===== src/hw/rtl/lmlf_pkg.sv =====
package lmlf_pkg;

	localparam int MAX_MARGIN    = 4;
	localparam int NUM_BOUNDS    = 4;
	localparam int MARGIN_CAP    = (MAX_MARGIN < NUM_BOUNDS) ? MAX_MARGIN : NUM_BOUNDS;
	localparam int COS_FRAC_BITS = 15;
	localparam int LOGIT_W       = 48;

	typedef enum logic [2:0] {
		REG_MARGIN = 3'd0,
		REG_BLEND  = 3'd1,
		REG_BOUND1 = 3'd2,
		REG_BOUND2 = 3'd3,
		REG_BOUND3 = 3'd4,
		REG_BOUND4 = 3'd5,
		REG_BINOM2 = 3'd6,
		REG_BINOM4 = 3'd7
	} reg_idx_t;

	typedef struct packed {
		logic [2:0]                  margin;
		logic [31:0]                 blend;
		logic [NUM_BOUNDS-1:0][15:0] bound;
		logic [7:0]                  binom2;
		logic [7:0]                  binom4;
	} cfg_t;

	typedef struct packed {
		logic signed [31:0] dot;
		logic [63:0]        prod;
		logic               degen;
	} smp_t;

	typedef struct packed {
		logic signed [31:0] dot;
		logic [2:0]         k;
		logic signed [16:0] cm;
		logic               degen;
	} tag_t;

	function automatic logic [2:0] eff_margin(logic [2:0] mv);
		logic [2:0] m;
		m = (mv == 3'd0) ? 3'd1 : mv;
		if (m > 3'(MARGIN_CAP)) begin
			m = 3'(MARGIN_CAP);
		end
		return m;
	endfunction

endpackage


===== src/hw/rtl/lmlf_cos_div.sv =====
module lmlf_cos_div
	import lmlf_pkg::*;
(
	input  logic               clk,
	input  logic               arst_n,
	input  logic               en,
	input  logic               in_vld,
	input  smp_t               in_smp,
	output logic               out_vld,
	output smp_t               out_smp,
	output logic signed [16:0] out_cos
);

	localparam int STEPS = COS_FRAC_BITS;

	logic [STEPS:0]   vld_s;
	logic [63:0]      rem_s [STEPS+1];
	logic [STEPS-1:0] quo_s [STEPS+1];
	logic             neg_s [STEPS+1];
	logic             ovf_s [STEPS+1];
	smp_t             smp_s [STEPS+1];

	logic [31:0] dmag;
	logic        ovf;
	logic [64:0] dbl  [1:STEPS];
	logic [64:0] diff [1:STEPS];
	logic [15:0] mag16;
	logic [16:0] mag17;

	always_comb begin
		dmag = in_smp.dot[31] ? 32'(-in_smp.dot) : 32'(in_smp.dot);
		ovf  = {16'd0, dmag, 16'd0} >= in_smp.prod;
		for (int i = 1; i <= STEPS; i++) begin
			dbl[i]  = {rem_s[i-1], 1'b0};
			diff[i] = dbl[i] - {1'b0, smp_s[i-1].prod};
		end
	end

	always_ff @(posedge clk or negedge arst_n) begin
		if (!arst_n) begin
			vld_s <= '0;
		end else if (en) begin
			vld_s <= {vld_s[STEPS-1:0], in_vld};
		end
	end

	always_ff @(posedge clk) begin
		if (en) begin
			rem_s[0] <= ovf ? 64'd0 : {16'd0, dmag, 16'd0};
			quo_s[0] <= '0;
			neg_s[0] <= in_smp.dot[31];
			ovf_s[0] <= ovf;
			smp_s[0] <= in_smp;
			for (int i = 1; i <= STEPS; i++) begin
				rem_s[i] <= diff[i][64] ? dbl[i][63:0] : diff[i][63:0];
				quo_s[i] <= {quo_s[i-1][STEPS-2:0], !diff[i][64]};
				neg_s[i] <= neg_s[i-1];
				ovf_s[i] <= ovf_s[i-1];
				smp_s[i] <= smp_s[i-1];
			end
		end
	end

	always_comb begin
		mag16   = ovf_s[STEPS] ? 16'h8000 : {1'b0, quo_s[STEPS]};
		mag17   = {1'b0, mag16};
		out_cos = neg_s[STEPS] ? $signed(-mag17) : $signed(mag17);
	end

	assign out_vld = vld_s[STEPS];
	assign out_smp = smp_s[STEPS];

endmodule


===== config.mk =====
export PLATFORM = sky130hd
export DESIGN_NAME = lmlf_cos_div
export DESIGN_NICKNAME = d
export VERILOG_FILES = /design/src/hw/rtl/lmlf_pkg.sv /design/src/hw/rtl/lmlf_cos_div.sv
export SDC_FILE = /design/constraint.sdc
export NUM_CORES = 2
export LEC_CHECK = 0
export BUFFER_PORTS_ARGS = -buffer_cell sky130_fd_sc_hd__buf_2
export CAP_MARGIN = 20
export CORE_ASPECT_RATIO = 1.1
export CORE_MARGIN = 3
export CORE_UTILIZATION = 55
export CTS_BUF_LIST = sky130_fd_sc_hd__clkbuf_8
export CTS_CLUSTER_DIAMETER = 200
export CTS_CLUSTER_SIZE = 24
export DETAILED_ROUTE_END_ITERATION = 16
export MAX_ROUTING_LAYER = met4
export PLACE_DENSITY = 0.8
export SLEW_MARGIN = 10
export SYNTH_ARGS = -nofsm -noshare
export SYNTH_HDL_FRONTEND = slang
export SYNTH_SLANG_ARGS = --single-unit

===== constraint.sdc =====
create_clock -name clk -period 4.3 [get_ports clk]
set_input_delay 0.43 -clock clk [delete_from_list [all_inputs] [get_ports clk]]
set_output_delay 0.43 -clock clk [all_outputs]
set_load 0.05 [all_outputs]

==> results.py <==
metrics = {
    "outcome": {
        "status": "finished, violations left",
        "violations": "setup timing",
    },
    "place": {
        "placedCellCount": 16900,
        "hpwl_mm": 239,
        "place.gp.congestion": 0.939,
        "portBuffers": 215,
    },
    "drt": {
        "drc": 0,
        "ant_nets": 0,
        "dr_total_vias": 96700,
        "drtPass1Iterations": 7,
        "vias_per_cell": 5.60,
        "wl_per_cell_um": 18.1,
        "first_iter_violations": 5576,
        "routed_wl_mm": 312,
    },
    "grt": {
        "grt_pass1_vias": 97800,
        "grt_pass1_wl_mm": 493,
        "grt_overflow_total": 0,
        "track_usage": 0.231,
        "antenna_found_initial": 5,
        "grt_max_degree": 132,
    },
    "floorplan": {
        "num_rows": 197,
        "start_util": 0.554,
        "fp.dieArea_um2": 270000,
        "die_w_um": 496,
        "core_um2": 262000,
        "io_pins": 216,
        "die_h_um": 545,
    },
    "timing": {
        "slew_violations": 0,
        "rsz0062_at_grt": "yes",
        "fmax_ghz": 0.230,
        "fin_ws_ns": -0.0408,
        "final.setup_skew_ns": 0.0756,
        "period_share": 1.01,
        "finalHoldViolCount": 0,
        "slew_headroom": 0.351,
        "hold_ws_ns": 0.118,
        "period_minus_slack_ns": 4.34,
        "tightest_slew_ns": 0.965,
        "setup_viol": 30,
    },
    "synth": {
        "synth-main-ff-cell": "edfxtp_1",
        "synth_area_um2": 145000,
        "yosysMostFrequentCell": "edfxtp_1",
        "async_reset_ff_frac": 0.00608,
        "synthDistinctLibCells": 103,
        "synthCells": 12600,
        "yosysTopAreaCell": "edfxtp_1",
        "yosys_warnings": 0,
        "synth_edf_count": 2616,
        "synth_top_cell_area_share": 0.541,
        "ys_ff_latch": 2632,
        "synthTopCellsByArea": "edfxtp_1 54%, ha_1 8.2%, mux2_2 3.8%, a21oi_1 3.5%, a21o_1 3.1%",
        "ys_seq_area_frac": 0.543,
        "avgSynthCellArea_um2": 11.5,
        "netlist_top_cells_count": "2616 x edfxtp_1, 1165 x inv_1, 1012 x a21oi_1",
    },
    "final_layout": {
        "num-fill-cells": 20700,
        "final_nets": 14800,
        "areaGrowthSynthToFinish_pct": 12.0,
        "multi_input_area_um2": 60800,
        "final_layout_size_suffix_gt1_frac": 0.167,
        "final_cell_count_no_fill": 17300,
        "regArea_um2": 79000,
    },
    "setup_path": {
        "worst-path-stages": 17,
        "critPathTopFamily": "compound AO/OA/AOI/OAI gates",
        "crit_required_ns": 5.05,
        "startpoint_type": "flop",
        "r2r_setup_slack_ns": -0.04,
        "worst_setup_path_end_kind": "flop",
        "crit_path_top_delay_cell": "o41a_1",
        "r2r-start": "rem_s[1][64]$_SDFFCE_PP0P_",
        "crit_buf_inv": 4,
        "r2r_cells": 17,
        "crit_type": "flop to flop",
        "max_stage_delay_ns": 0.41,
        "worstReg2RegEnd": "rem_s[1][141]$_DFFE_PP_",
        "cp_max_fo": 15,
        "crit_chain": "inv_2 -> fa_2 -> nand2b_4 -> a21o_1 -> a31o_4 -> o31ai_4 -> a41oi_2 -> buf_6 -> o311a_4 -> o41a_1 -> a21oi_2 -> a41o_1 -> a21oi_2 -> xnor2_4 -> buf_12 -> buf_12 -> mux2_2",
        "critical_path_arrival_ns": 5.09,
    },
    "min_path": {
        "hold-path-cell-count": 2,
        "worstHoldEndpoint": "smp_s[0][19]$_DFFE_PP_",
        "hp-start": "in_smp[19]",
        "hold_path_class": "input pin to flop",
    },
    "cts": {
        "clock_path_buffers": 3,
        "path_clk_slew_ns": 0.15,
        "cts_tree": "done",
        "clock-root-buffer": "clkbuf_8",
        "cts.sink_count": 2632,
        "clk_latency_ns": 1.05,
        "h-tree-depth": 3,
        "numCtsBuffers": 119,
    },
    "power": {
        "peakVddDrop_mv": 0.466,
        "p_per_area_nw_per_um2": 677,
        "p_leak_nw": 67.8,
    },
    "flow_run": {
        "maxCapViolCount": 0,
    },
}
worst max-delay path by stage:
stage                                          start                 endpoint  slack [ns]
after floorplan                           in_smp[80]    ovf_s[0][0]$_DFFE_PP_        0.02
after global placement                    in_smp[80]    ovf_s[0][0]$_DFFE_PP_       -0.26
after detailed placement     rem_s[0][134]$_DFFE_PP_  rem_s[0][196]$_DFFE_PP_       -0.31
after CTS                     smp_s[4][98]$_DFFE_PP_  rem_s[1][190]$_DFFE_PP_       -0.08
after global routing      rem_s[1][64]$_SDFFCE_PP0P_  rem_s[1][130]$_DFFE_PP_       -0.17
final                     rem_s[1][64]$_SDFFCE_PP0P_  rem_s[1][141]$_DFFE_PP_       -0.04
routing by layer:
metal | vias up | GRT usage | share of wire
li1 | 48400 | - | -
met1 | 45700 | 0.259 | 0.40
met2 | 1936 | 0.422 | 0.52
met3 | 716 | 0.0182 | 0.027
met4 | 0 | 0.102 | 0.049
met5 | - | - | 0
metrics by stage:
step / cell area (µm²) / setup TNS [ns] / worst slack (ns) / util / power, mW
3_3_place_gp: 158000 / -44.01 / -0.258 / 0.601 / 96.8
2_1_floorplan: 145000 / 0 / 0.0159 / - / 78.9
6_report: 163000 / -0.465 / -0.0408 / 0.621 / 110
4_1_cts: 161000 / -0.408 / -0.0847 / 0.616 / 109
3_5_place_dp: 158000 / -80.85 / -0.311 / 0.601 / 97.8
5_1_grt: 163000 / -9.68 / -0.170 / 0.621 / 118
state kept, by name (all words and copies together) (netlist names):
name	count
ovf_s	16
neg_s	12
smp_s	1540
rem_s	928
vld_s	16
quo_s	120
layout by cell type (no fill, tap or decap), types with 83 or more instances in the layout:
| cell | count |
|---|---|
| inv_1 | 1172 |
| a21oi_1 | 986 |
| o21ai_0 | 755 |
| buf_2 | 214 |
| nand3_1 | 151 |
| and3_1 | 85 |
| nand2_1 | 901 |
| o21a_1 | 95 |
| dlygate4sd3_1 | 105 |
| mux2_2 | 455 |
| a21o_1 | 599 |
| nand2b_1 | 119 |
| buf_4 | 1143 |
| ha_1 | 937 |
| xor2_1 | 345 |
| a31oi_1 | 83 |
| nor2_1 | 518 |
| xnor2_1 | 498 |
| o21bai_1 | 139 |
| nor2b_1 | 127 |
| nand4_1 | 229 |
| edfxtp_1 | 2616 |
| nor3_1 | 132 |
| clkbuf_8 | 119 |
report_power, final:
part	leakage (nW)	total [mW]	switching (mW)	internal, mW
Combinational	40.9	60.8	31.7	29.0
Sequential	25.9	39.6	3.10	36.5
Clock	0.988	9.82	7.21	2.60
kinds of logic after synthesis:
kind of cell / after synthesis / share of synthesized area
compound gates: 3342 / 0.145
mux: 574 / 0.0443
flops: 2632 / 0.543
other cells: 1 / 0.0000258
simple gates: 2554 / 0.0846
xor+xnor: 854 / 0.0516
buf+inv: 1702 / 0.0479
fa+ha+maj: 962 / 0.0835
repair_timing:
item	CTS	global route
hold buffers	105	0
pin swaps	32	54
resized for setup	103	164
buffers inserted	24	39
gates cloned	6	8
endpoints found under the hold margin	184	0
endpoints found under the setup margin	526	794
cell type report:
class / instances / area share
sequential: 2632 / 0.485
inverter: 1167 / 0.0269
tap: 3482 / 0.0268
timing repair buffer: 1550 / 0.0762
antenna: 7 / 0.000108
clock buffer: 119 / 0.0101
clock inverter: 18 / 0.00143
multi-input combinational: 8293 / 0.373
worst register-to-register path: stages (launching register included):
cell	delay, ns
edfxtp_1	0.40
inv_2	0.06
fa_2	0.38
nand2b_4	0.15
a21o_1	0.20
a31o_4	0.25
o31ai_4	0.23
a41oi_2	0.15
buf_6	0.17
o311a_4	0.34
o41a_1	0.42
a21oi_2	0.20
a41o_1	0.21
a21oi_2	0.09
xnor2_4	0.16
buf_12	0.18
buf_12	0.18
mux2_2	0.34
Power figures use the tool's default switching activity.
